<file path="src/hdl/qat_pkg.sv">
// types, constants and helpers for the quoted argument tokenizer
`default_nettype none
package qat_pkg;

  // scanner modes
  typedef enum logic [1:0] {
    ModeGap     = 2'd0,
    ModeComment = 2'd1,
    ModeBare    = 2'd2,
    ModeQuoted  = 2'd3
  } mode_e;

  // result kinds
  typedef enum logic [1:0] {
    KindByte = 2'd0,
    KindEot  = 2'd1,
    KindEnd  = 2'd2
  } kind_e;

  // special characters
  localparam logic [7:0] ChNul    = 8'h00;
  localparam logic [7:0] ChSpace  = 8'h20;
  localparam logic [7:0] ChHash   = 8'h23;
  localparam logic [7:0] ChBslash = 8'h5C;
  localparam logic [7:0] ChDquote = 8'h22;
  localparam logic [7:0] ChSquote = 8'h27;
  localparam logic [7:0] ChNl     = 8'h0A;

  // result buffer sizing
  localparam int MaxRes   = 3;
  localparam int NumW     = $clog2(MaxRes + 1);
  localparam int ResDepth = 8;
  localparam int PtrW     = $clog2(ResDepth);
  localparam int CntW     = $clog2(ResDepth + 1);

  typedef struct packed {
    kind_e      kind;
    logic [7:0] data;
    logic       last;
  } res_t;

  // group of results made by one text byte
  typedef struct packed {
    res_t [MaxRes-1:0] res;
    logic [NumW-1:0]   num;
  } res_grp_t;

  // build one result; the data field is zero except for token bytes
  function automatic res_t mk_res(kind_e kind, logic [7:0] data, logic last);
    res_t r;
    r.kind = kind;
    r.data = (kind == KindByte) ? data : 8'h00;
    r.last = last;
    return r;
  endfunction

endpackage
`default_nettype wire

</file>
<file path="src/hdl/qat_decode.sv">
// scanner state and per-byte decode into up to three results
`default_nettype none
module qat_decode (
  input  wire logic              clk_i,
  input  wire logic              rst_ni,
  input  wire logic              step_i,
  input  wire logic [7:0]        byte_i,
  output qat_pkg::res_grp_t      grp_o
);

  qat_pkg::mode_e mode_q, mode_d;
  logic           quote_single_q, quote_single_d;
  logic           esc_q, esc_d;
  logic [7:0]     quote_ch;
  logic           is_sep;

  assign quote_ch = quote_single_q ? qat_pkg::ChSquote : qat_pkg::ChDquote;
  assign is_sep   = (byte_i inside {[8'd1 : qat_pkg::ChSpace]});

  // next state
  always_comb begin
    mode_d         = mode_q;
    quote_single_d = quote_single_q;
    esc_d          = esc_q;
    case (mode_q)
      qat_pkg::ModeGap: begin
        if (byte_i == qat_pkg::ChNul) begin
          mode_d = qat_pkg::ModeGap;
        end else if (is_sep) begin
          mode_d = qat_pkg::ModeGap;
        end else if (byte_i == qat_pkg::ChHash) begin
          mode_d = qat_pkg::ModeComment;
        end else if (byte_i inside {qat_pkg::ChDquote, qat_pkg::ChSquote}) begin
          mode_d         = qat_pkg::ModeQuoted;
          quote_single_d = (byte_i == qat_pkg::ChSquote);
          esc_d          = 1'b0;
        end else begin
          mode_d = qat_pkg::ModeBare;
        end
      end
      qat_pkg::ModeComment: begin
        if (byte_i == qat_pkg::ChNul || byte_i == qat_pkg::ChNl) begin
          mode_d = qat_pkg::ModeGap;
        end
      end
      qat_pkg::ModeBare: begin
        if (byte_i == qat_pkg::ChNul || is_sep) begin
          mode_d = qat_pkg::ModeGap;
        end
      end
      qat_pkg::ModeQuoted: begin
        if (esc_q) begin
          esc_d = 1'b0;
          if (byte_i == qat_pkg::ChNul) begin
            mode_d         = qat_pkg::ModeGap;
            quote_single_d = 1'b0;
          end
        end else if (byte_i == qat_pkg::ChNul || byte_i == quote_ch) begin
          mode_d         = qat_pkg::ModeGap;
          quote_single_d = 1'b0;
        end else if (byte_i == qat_pkg::ChBslash) begin
          esc_d = 1'b1;
        end
      end
      default: begin
        mode_d = qat_pkg::ModeGap;
      end
    endcase
  end

  // results for this byte
  always_comb begin
    grp_o.res = '0;
    grp_o.num = '0;
    case (mode_q)
      qat_pkg::ModeGap: begin
        if (byte_i == qat_pkg::ChNul) begin
          grp_o.res[0] = qat_pkg::mk_res(qat_pkg::KindEnd, 8'h00, 1'b1);
          grp_o.num    = qat_pkg::NumW'(1);
        end else if (!is_sep && byte_i != qat_pkg::ChHash &&
                     byte_i != qat_pkg::ChDquote && byte_i != qat_pkg::ChSquote) begin
          grp_o.res[0] = qat_pkg::mk_res(qat_pkg::KindByte, byte_i, 1'b1);
          grp_o.num    = qat_pkg::NumW'(1);
        end
      end
      qat_pkg::ModeComment: begin
        if (byte_i == qat_pkg::ChNul) begin
          grp_o.res[0] = qat_pkg::mk_res(qat_pkg::KindEnd, 8'h00, 1'b1);
          grp_o.num    = qat_pkg::NumW'(1);
        end
      end
      qat_pkg::ModeBare: begin
        if (byte_i == qat_pkg::ChNul) begin
          grp_o.res[0] = qat_pkg::mk_res(qat_pkg::KindEot, 8'h00, 1'b0);
          grp_o.res[1] = qat_pkg::mk_res(qat_pkg::KindEnd, 8'h00, 1'b1);
          grp_o.num    = qat_pkg::NumW'(2);
        end else if (is_sep) begin
          grp_o.res[0] = qat_pkg::mk_res(qat_pkg::KindEot, 8'h00, 1'b1);
          grp_o.num    = qat_pkg::NumW'(1);
        end else begin
          grp_o.res[0] = qat_pkg::mk_res(qat_pkg::KindByte, byte_i, 1'b1);
          grp_o.num    = qat_pkg::NumW'(1);
        end
      end
      qat_pkg::ModeQuoted: begin
        if (esc_q) begin
          if (byte_i == qat_pkg::ChNul) begin
            // trailing backslash in an open quote
            grp_o.res[0] = qat_pkg::mk_res(qat_pkg::KindByte, qat_pkg::ChBslash, 1'b0);
            grp_o.res[1] = qat_pkg::mk_res(qat_pkg::KindEot, 8'h00, 1'b0);
            grp_o.res[2] = qat_pkg::mk_res(qat_pkg::KindEnd, 8'h00, 1'b1);
            grp_o.num    = qat_pkg::NumW'(3);
          end else if (byte_i == quote_ch || byte_i == qat_pkg::ChBslash) begin
            grp_o.res[0] = qat_pkg::mk_res(qat_pkg::KindByte, byte_i, 1'b1);
            grp_o.num    = qat_pkg::NumW'(1);
          end else begin
            // backslash kept in front of an ordinary byte
            grp_o.res[0] = qat_pkg::mk_res(qat_pkg::KindByte, qat_pkg::ChBslash, 1'b0);
            grp_o.res[1] = qat_pkg::mk_res(qat_pkg::KindByte, byte_i, 1'b1);
            grp_o.num    = qat_pkg::NumW'(2);
          end
        end else if (byte_i == qat_pkg::ChNul) begin
          grp_o.res[0] = qat_pkg::mk_res(qat_pkg::KindEot, 8'h00, 1'b0);
          grp_o.res[1] = qat_pkg::mk_res(qat_pkg::KindEnd, 8'h00, 1'b1);
          grp_o.num    = qat_pkg::NumW'(2);
        end else if (byte_i == quote_ch) begin
          grp_o.res[0] = qat_pkg::mk_res(qat_pkg::KindEot, 8'h00, 1'b1);
          grp_o.num    = qat_pkg::NumW'(1);
        end else if (byte_i != qat_pkg::ChBslash) begin
          grp_o.res[0] = qat_pkg::mk_res(qat_pkg::KindByte, byte_i, 1'b1);
          grp_o.num    = qat_pkg::NumW'(1);
        end
      end
      default: begin
        grp_o.num = '0;
      end
    endcase
    if (!step_i) begin
      grp_o.num = '0;
    end
  end

  // scanner state registers
  always_ff @(posedge clk_i or negedge rst_ni) begin
    if (!rst_ni) begin
      mode_q         <= qat_pkg::ModeGap;
      quote_single_q <= 1'b0;
      esc_q          <= 1'b0;
    end else if (step_i) begin
      mode_q         <= mode_d;
      quote_single_q <= quote_single_d;
      esc_q          <= esc_d;
    end
  end

endmodule
`default_nettype wire

</file>
<file path="src/hdl/qat_res_fifo.sv">
// result buffer: takes up to three results a cycle, hands out one
`default_nettype none
module qat_res_fifo (
  input  wire logic              clk_i,
  input  wire logic              rst_ni,
  input  wire qat_pkg::res_grp_t grp_i,
  output logic                   room_o,
  output logic                   valid_o,
  input  wire logic              ready_i,
  output qat_pkg::res_t          head_o
);

  qat_pkg::res_t                  mem_q [qat_pkg::ResDepth];
  logic [qat_pkg::PtrW-1:0]       wr_ptr_q, wr_ptr_d;
  logic [qat_pkg::PtrW-1:0]       rd_ptr_q, rd_ptr_d;
  logic [qat_pkg::CntW-1:0]       cnt_q, cnt_d;
  logic                           pop;

  // room for a full group of results
  assign room_o  = (cnt_q <= qat_pkg::CntW'(qat_pkg::ResDepth - qat_pkg::MaxRes));
  assign valid_o = (cnt_q != '0);
  assign head_o  = mem_q[rd_ptr_q];
  assign pop     = valid_o && ready_i;

  // pointer and count update
  always_comb begin
    wr_ptr_d = wr_ptr_q + qat_pkg::PtrW'(grp_i.num);
    rd_ptr_d = rd_ptr_q + qat_pkg::PtrW'(pop);
    cnt_d    = cnt_q + qat_pkg::CntW'(grp_i.num) - qat_pkg::CntW'(pop);
  end

  always_ff @(posedge clk_i or negedge rst_ni) begin
    if (!rst_ni) begin
      wr_ptr_q <= '0;
      rd_ptr_q <= '0;
      cnt_q    <= '0;
    end else begin
      wr_ptr_q <= wr_ptr_d;
      rd_ptr_q <= rd_ptr_d;
      cnt_q    <= cnt_d;
    end
  end

  // entry writes, in result order
  always_ff @(posedge clk_i) begin
    for (int i = 0; i < qat_pkg::MaxRes; i++) begin
      if (qat_pkg::NumW'(i) < grp_i.num) begin
        mem_q[wr_ptr_q + qat_pkg::PtrW'(i)] <= grp_i.res[i];
      end
    end
  end

endmodule
`default_nettype wire

</file>
<file path="src/hdl/quoted_argument_tokenizer.sv">
// top level of the quoted argument tokenizer
// Usage:
//   Text bytes enter on the input channel (in_valid_i, in_ready_o,
//   text_byte_i); a zero byte ends a text and the next byte starts a new one.
//   Results leave on the output channel (out_valid_o, out_ready_i) as kind_o,
//   out_byte_o and last_of_run_o; last_of_run_o marks the final result of a
//   byte, and bytes with no result produce nothing on the output.
//   A byte passes from the input register through the decoder into the
//   result buffer; the input register hands a byte on every cycle the buffer
//   has room for three results, so the block takes one byte per cycle
//   while the output keeps up. Output is one result per cycle while the
//   receiver is ready, set by the single read port of the eight-entry buffer.
//   Reset returns the scanner to the between-tokens mode and empties the
//   input register and the result buffer.
//   When the receiver stalls, the buffer fills and in_ready_o drops once the
//   input register holds a byte that cannot be decoded; no result is lost.
`default_nettype none
module quoted_argument_tokenizer (
  input  wire logic       clk_i,
  input  wire logic       rst_ni,
  input  wire logic       in_valid_i,
  output logic            in_ready_o,
  input  wire logic [7:0] text_byte_i,
  output logic            out_valid_o,
  input  wire logic       out_ready_i,
  output logic [1:0]      kind_o,
  output logic [7:0]      out_byte_o,
  output logic            last_of_run_o
);

  logic              byte_v_q;
  logic [7:0]        byte_q;
  logic              room;
  logic              step;
  qat_pkg::res_grp_t grp;
  qat_pkg::res_t     head;

  // input register advances when the buffer can take a whole group
  assign step       = byte_v_q && room;
  assign in_ready_o = !byte_v_q || room;

  always_ff @(posedge clk_i or negedge rst_ni) begin
    if (!rst_ni) begin
      byte_v_q <= 1'b0;
    end else if (in_ready_o) begin
      byte_v_q <= in_valid_i;
    end
  end

  always_ff @(posedge clk_i) begin
    if (in_ready_o && in_valid_i) begin
      byte_q <= text_byte_i;
    end
  end

  // decode
  qat_decode u_decode (
    .clk_i  (clk_i),
    .rst_ni (rst_ni),
    .step_i (step),
    .byte_i (byte_q),
    .grp_o  (grp)
  );

  // result buffer
  qat_res_fifo u_fifo (
    .clk_i   (clk_i),
    .rst_ni  (rst_ni),
    .grp_i   (grp),
    .room_o  (room),
    .valid_o (out_valid_o),
    .ready_i (out_ready_i),
    .head_o  (head)
  );

  assign kind_o        = head.kind;
  assign out_byte_o    = head.data;
  assign last_of_run_o = head.last;

endmodule
`default_nettype wire

</file>
<file path="config.mk">
export PLATFORM = sky130hd
export DESIGN_NAME = quoted_argument_tokenizer
export DESIGN_NICKNAME = d
export VERILOG_FILES = /design/src/hdl/qat_pkg.sv /design/src/hdl/qat_decode.sv /design/src/hdl/qat_res_fifo.sv /design/src/hdl/quoted_argument_tokenizer.sv
export SDC_FILE = /design/constraint.sdc
export NUM_CORES = 1
export LEC_CHECK = 0
export BUFFER_PORTS_ARGS = -buffer_cell sky130_fd_sc_hd__buf_2
export CAP_MARGIN = 15
export CORE_MARGIN = 1
export CORE_UTILIZATION = 45
export DETAILED_ROUTE_END_ITERATION = 12
export SLEW_MARGIN = 10
export SYNTH_ARGS = -nofsm -noshare
export SYNTH_HDL_FRONTEND = slang
export SYNTH_SLANG_ARGS = --single-unit
</file>
<file path="constraint.sdc">
create_clock -name clk_i -period 3 [get_ports clk_i]
set_input_delay 0.3 -clock clk_i [delete_from_list [all_inputs] [get_ports clk_i]]
set_output_delay 0.3 -clock clk_i [all_outputs]
set_load 0.005 [all_outputs]
</file>
==> results of run 1 <==
layout by cell type (no fill, tap or decap), drive strengths merged, types with 17 or more instances in the layout:
| master | instances |
|---|---|
| o211ai | 36 |
| inv | 21 |
| nand3 | 46 |
| o21ai | 34 |
| mux4 | 22 |
| edfxtp | 24 |
| mux2 | 17 |
| nor3 | 27 |
| dfxtp | 72 |
| nand2 | 80 |
| nor2 | 37 |
| nand2b | 22 |
| buf | 101 |
| nand4 | 32 |
timing repair:
item	CTS	global route
endpoints found under the hold margin	15	0
resized for setup	0	15
hold buffers	1	0
setup buffers	0	9
endpoints found under the setup margin	0	62
metal layers:
metal	GRT usage [%]	vias up	share of wire [%]
met5	0	-	0
met4	9.61	0	2.3
met3	5.52	42	6.8
met2	45.0	272	46
met1	39.0	3066	44
li1	-	2838	-
power groups by stage:
stage	Combinational [mW]	Sequential, mW	Clock [mW]
after floorplan	2.70	2.44	0
after global placement	3.58	2.63	0
after detailed placement	3.69	2.64	0
after CTS	3.70	2.62	1.19
after global routing	4.17	2.69	1.26
final	3.81	2.63	1.18
sequential cells by signal (all words and copies together), names as in the netlist:
name / count
u_decode.quote_single_q: 1
u_decode.mode_q: 2
u_fifo.rd_ptr_q: 3
u_fifo.cnt_q: 4
u_decode.esc_q: 1
byte_q: 8
byte_v_q: 1
u_fifo.wr_ptr_q: 3
u_fifo.mem_q: 88
critical path: stages (launching register included):
cell,delay (ps)
dfrtp_1,370
inv_1,80
ha_1,160
a21bo_2,150
nand3_1,160
buf_4,210
nor4_2,300
nand2_1,170
ha_1,370
inv_1,60
ha_1,280
a21o_1,170
a21oi_1,170
xor2_1,170
how the worst min path moves through the flow:
| stage | startpoint | slack, ps | to |
|---|---|---|---|
| finish | text_byte_i[6] | 120 | byte_q[6] |
| global route | text_byte_i[7] | 110 | byte_q[7] |
| CTS | text_byte_i[4] | 110 | byte_q[4] |
| global placement | rst_ni | 220 | u_decode.quote_single_q |
| detailed placement | rst_ni | 230 | u_decode.quote_single_q |
| floorplan | rst_ni | 4 | byte_v_q |
layout make-up:
| class | instances | area, µm² | area share, % |
|---|---|---|---|
| Multi-Input combinational cell | 528 | 4090 | 51.5 |
| Sequential cell | 111 | 2540 | 32.0 |
| Timing Repair Buffer | 102 | 733 | 9.24 |
| Clock buffer | 11 | 243 | 3.06 |
| Tap cell | 184 | 230 | 2.90 |
| Inverter | 19 | 71.3 | 0.898 |
| Clock inverter | 5 | 38.8 | 0.489 |
stage by stage:
step	area, µm²	worst slack (ps)	power [mW]	cells
3_5_place_dp	7510	38.6	6.33	933
3_3_place_gp	7510	46.1	6.21	933
4_1_cts	7800	28.5	7.51	950
5_1_grt	7940	-46.2	8.11	960
6_report	7940	110	7.62	960
2_1_floorplan	6890	107	5.14	706
kinds of logic (layout without fill, tap and decap cells):
| family | Yosys count | in the layout | share of synthesized area [%] |
|---|---|---|---|
| multiplexers | 45 | 45 | 10.8 |
| AND/OR/NAND/NOR | 287 | 288 | 23.4 |
| buffers and inverters | 68 | 137 | 4.82 |
| XOR/XNOR | 8 | 8 | 1.02 |
| flip-flops | 111 | 111 | 36.9 |
| adder cells (fa/ha/maj) | 21 | 21 | 3.93 |
| AO/OA/AOI/OAI | 166 | 166 | 19.1 |
==> results.ini, run 1 <==
[floorplanning]
row_count=44
die_w_um=126
die_area_um2=15800
fp.dieH_um=126
coreArea_um2=14800
initial_utilization_pct=46.7
ioPinCount=25

[logic_synthesis]
synth_top_area_cell=dfxtp_1
synth.distinct_cells=81
avgSynthCellArea_um2=9.75
async_reset_ff_share_pct=13.5
yosysTopAreaCellShare_pct=20.9
synthTopCellsByArea=dfxtp_1, edfxtp_1, mux4_2
syn_nets=736
ys_ff_latch=111
synthesis.area_um2=6890
synth_most_common_cell=nand2_1
yosysWarnings=0
synth_edf_count=24
synth_commonest_cells=nand2_1, dfxtp_1, nand3_1
ys.flop_type=dfxtp_1
synthCells=706
synth_sequential_area_ratio_pct=36.9

[timing]
fmax_mhz=346
fin_setup_tns_ps=0
rsz0062_at_grt=true
fin_crit_sh_pct=96.3
fin_skew_ps=12.1
finalHoldViolations=0
slew_headroom_pct=52.7
setup_violations=0
drv_slew=0
min_period_ps=2890
hold_ws_ps=116
worstMarginPinSlew_ps=709

[power_and_ir_drop]
irDropWorstVdd_v=0.000465
comb_power_share_pct=50.0
pwr-share-clk_pct=15.5
pwr-share-seq_pct=34.5
leakage_nw=3.10
power.density_nw_per_um2=960
power.switching_mw=3.02
intPower_mw=4.60
p_sw_share_pct=39.7

[grt]
grt_max_degree=29
first_global_vias=6012
grtUsageTotal_pct=28.4
antenna_found_initial=0
grt_pass1_wl_um=34400
grt-ovfl-total=0

[detailed_routing]
wl_um=21700
ant_nets=0
drc=0
wl_per_cell_um=22.6
dr_total_vias=6218
dr.pass1.iters=5
drtIter0Drc=657
viasPerCell=6.48

[place]
hpwl_um=16100
io_buffer_count=24
place_congestion=0.912

[critical_path]
cp-startpoint=u_fifo.cnt_q[3]
ff2ff_path_depth=13
cp-end-kind=flop
r2r_end=u_fifo.cnt_q[3]
r2r-start=u_fifo.cnt_q[3]
arrival_ps=3170
required_ps=3280
startpoint_type=flop
rrSetupSlack_ps=110
critical_path.max_fanout=4
critPathCapture=u_fifo.cnt_q[3]
path_class=flop to flop

[finish]
drive_above_1_share_pct=27.7
diodes=0
post-route-util_pct=53.8
nFillCells=1319
final_net_count=801
area_growth_pct=15.3

[clocking]
cts-root-buf=clkbuf_16
clock-sinks=111
htree_levels=3
cts_tree=done
clock_latency_ps=360
clk_path_buf_depth=2
cts.reportedPaths.clkPinSlew_ps=80
cts_buffers=9

[hold_path]
hold_path.class=input port to flop
whs_path_depth=1

[run]
cap_violations=0

[status]
status=finished, final reports clean

(Power assumes the default switching activity.)
==> inputs of run 2 (changes only) <==
- PLACE_DENSITY_LB_ADDON: not set -> 0.1
==> run 2 against run 1 <==
  * Die area did not move
  * Critical path depth is 1 lower
  * Core utilization is 0.38 points higher
  * Clock power up 8%
  * Setup slack gained 13 ps
  * Clock skew fell by 2.6 ps
  * Critical path type unchanged
  * Highest routed layer unchanged
==> results.ini, run 2 (synthesis results as in run 1) <==
[status]
status=finished, final reports clean

[finish]
largest_reg_flops=88  ; unchanged
drive_above_1_share_pct=28.1  ; +0.44 points
fin_cells=955  ; -0.52%
final_common_cell=nand2_1
top_register=u_fifo.mem_q
final_net_count=796  ; -0.62%
reg_top3=u_fifo.mem_q (88), byte_q (8), u_fifo.cnt_q (4)
area_growth_pct=16.1
diodes=0  ; unchanged
layout_common_cells=nand2_1, dfxtp_1, buf_4

[timing]
finalHoldViolations=0  ; unchanged
fin_skew_ps=9.53  ; -2.61 ps
worstMarginPinSlew_ps=714  ; +4.60 ps
setup_violations=0  ; unchanged
drv_slew=0  ; unchanged
slew_headroom_pct=52.2  ; -0.48 points
fmax_mhz=348  ; +0.45%
fin_crit_sh_pct=95.9  ; -0.43 points
rsz0062_at_grt=true
min_period_ps=2880  ; -13.0 ps

[clocking]
clock-sinks=111  ; unchanged
cts_buffers=9  ; unchanged
cts-root-buf=clkbuf_16
htree_levels=3  ; unchanged
clock_latency_ps=370  ; about the same
cts.reportedPaths.clkPinSlew_ps=70  ; about the same
cts_tree=done
clk_path_buf_depth=2  ; unchanged

[run]
cap_violations=0  ; unchanged

[detailed_routing]
drc=0  ; unchanged
ant_nets=0  ; unchanged
dr.pass1.iters=5  ; unchanged
drtIter0Drc=589  ; -10%
dr_total_vias=6208  ; -0.16%
wl_per_cell_um=22.3  ; -1.1%
wl_um=21300  ; -1.6%
viasPerCell=6.50  ; +0.36%

[grt]
grtUsageTotal_pct=28.1  ; -0.38 points
grt_max_degree=24  ; -17%
grt-ovfl-total=0  ; unchanged
first_global_vias=5920  ; -1.5%
grt_pass1_wl_um=33900  ; -1.4%
antenna_found_initial=0  ; unchanged

[floorplanning]
coreArea_um2=14800  ; unchanged
die_area_um2=15800  ; unchanged
ioPinCount=25  ; unchanged
fp.dieH_um=126  ; unchanged
die_w_um=126  ; unchanged
row_count=44  ; unchanged
initial_utilization_pct=46.7  ; unchanged

[place]
place_inst=931  ; -0.21%
hpwl_um=16000  ; -0.41%
io_buffer_count=24  ; unchanged
place_congestion=0.937  ; +2.7%

[critical_path]
required_ps=3260  ; -20 ps
path_class=flop to flop
cp-end-kind=flop
startpoint_type=flop
ff2ff_path_depth=12  ; -1
arrival_ps=3140  ; -30 ps
critical_path.max_fanout=12  ; +8

[power_and_ir_drop]
power_mw=7.70  ; +1.0%
leakage_nw=3.11  ; +0.55%
power.density_nw_per_um2=963  ; +0.28%
irDropWorstVdd_v=0.000395  ; -15%

[hold_path]
whs_path_depth=1  ; unchanged
hold_path.class=input port to flop

==> run 2: cell count changes in the layout (fill, tap and decap cells not counted), sizes merged <==
| cell | before | now |
|---|---|---|
| clkbuf | 11 | 13 |
| nor2 | 37 | 36 |
| buf | 101 | 97 |
| inv | 21 | 20 |
| clkinvlp | 1 | 0 |
==> run 2: layout make-up <==
class	instances	area, µm²
Sequential cell	111	2540
Multi-Input combinational cell	527	4130
Clock inverter	3	18.8
Timing Repair Buffer	98	714
Tap cell	184	230
Fill cell	1347	6760
Inverter	19	71.3
Clock buffer	13	293
==> run 2: critical path: stages (launching register included) <==
cell and delay, ps:
edfxtp_1 380, buf_4 180, nor4_4 250, buf_4 180
a21oi_2 70, or4_1 530, buf_4 220, nor2_8 210
a22oi_2 130, buf_4 210, buf_4 140, nand2b_1 140
o2111a_1 130
==> run 2: power breakdown <==
group / internal, mW / switching (mW)
combinational: 1.81 / 2.01
clock: 0.689 / 0.583
sequential: 2.18 / 0.429
total: 4.67 / 3.02
==> run 2: worst paths after layout <==
check                                     endpoint  slack [ps]          startpoint
max in group asynchronous                 byte_v_q        2380              rst_ni
worst min-delay path                     byte_q[5]         110      text_byte_i[5]
worst min register to register  u_fifo.mem_q[3][3]         490  u_fifo.mem_q[3][3]
worst max-delay path            u_fifo.mem_q[1][3]         120           byte_q[7]
min in group asynchronous          u_fifo.cnt_q[2]         360              rst_ni
worst max register to register  u_fifo.mem_q[1][3]         120           byte_q[7]
==> run 2: repair_timing <==
| item | 4_1_cts | 5_1_grt |
|---|---|---|
| setup buffers | 3 | 4 |
| pin swaps | 1 | 2 |
| setup endpoints to repair | 14 | 87 |
| gates resized for setup | 2 | 28 |
| endpoints found under the hold margin | 15 | 0 |
| hold buffers | 1 | 0 |
==> run 2: routing by layer <==
| metal | global-route usage, % | vias up | wire [µm] |
|---|---|---|---|
| met5 | 0 | - | 0 |
| met4 | 8.11 | 0 | 437 |
| met3 | 5.86 | 33 | 1570 |
| met2 | 45.0 | 256 | 9950 |
| met1 | 38.2 | 3096 | 9360 |
| li1 | - | 2823 | - |
==> run 2: per-stage QoR <==
step / instance area (µm²) / utilization [%] / hold WS (ps) / worst slack, ps / setup TNS, ps
2_1_floorplan: 6890 / - / 4.41 / 107 / 0
3_3_place_gp: 7480 / 50.7 / 224 / 44.7 / 0
3_5_place_dp: 7480 / 50.7 / 231 / -36.2 / -242
4_1_cts: 7840 / 53.1 / 99.5 / 29.5 / 0
5_1_grt: 8000 / 54.2 / 94.4 / -2.31 / -6.24
6_report: 8000 / 54.2 / 108 / 123 / 0
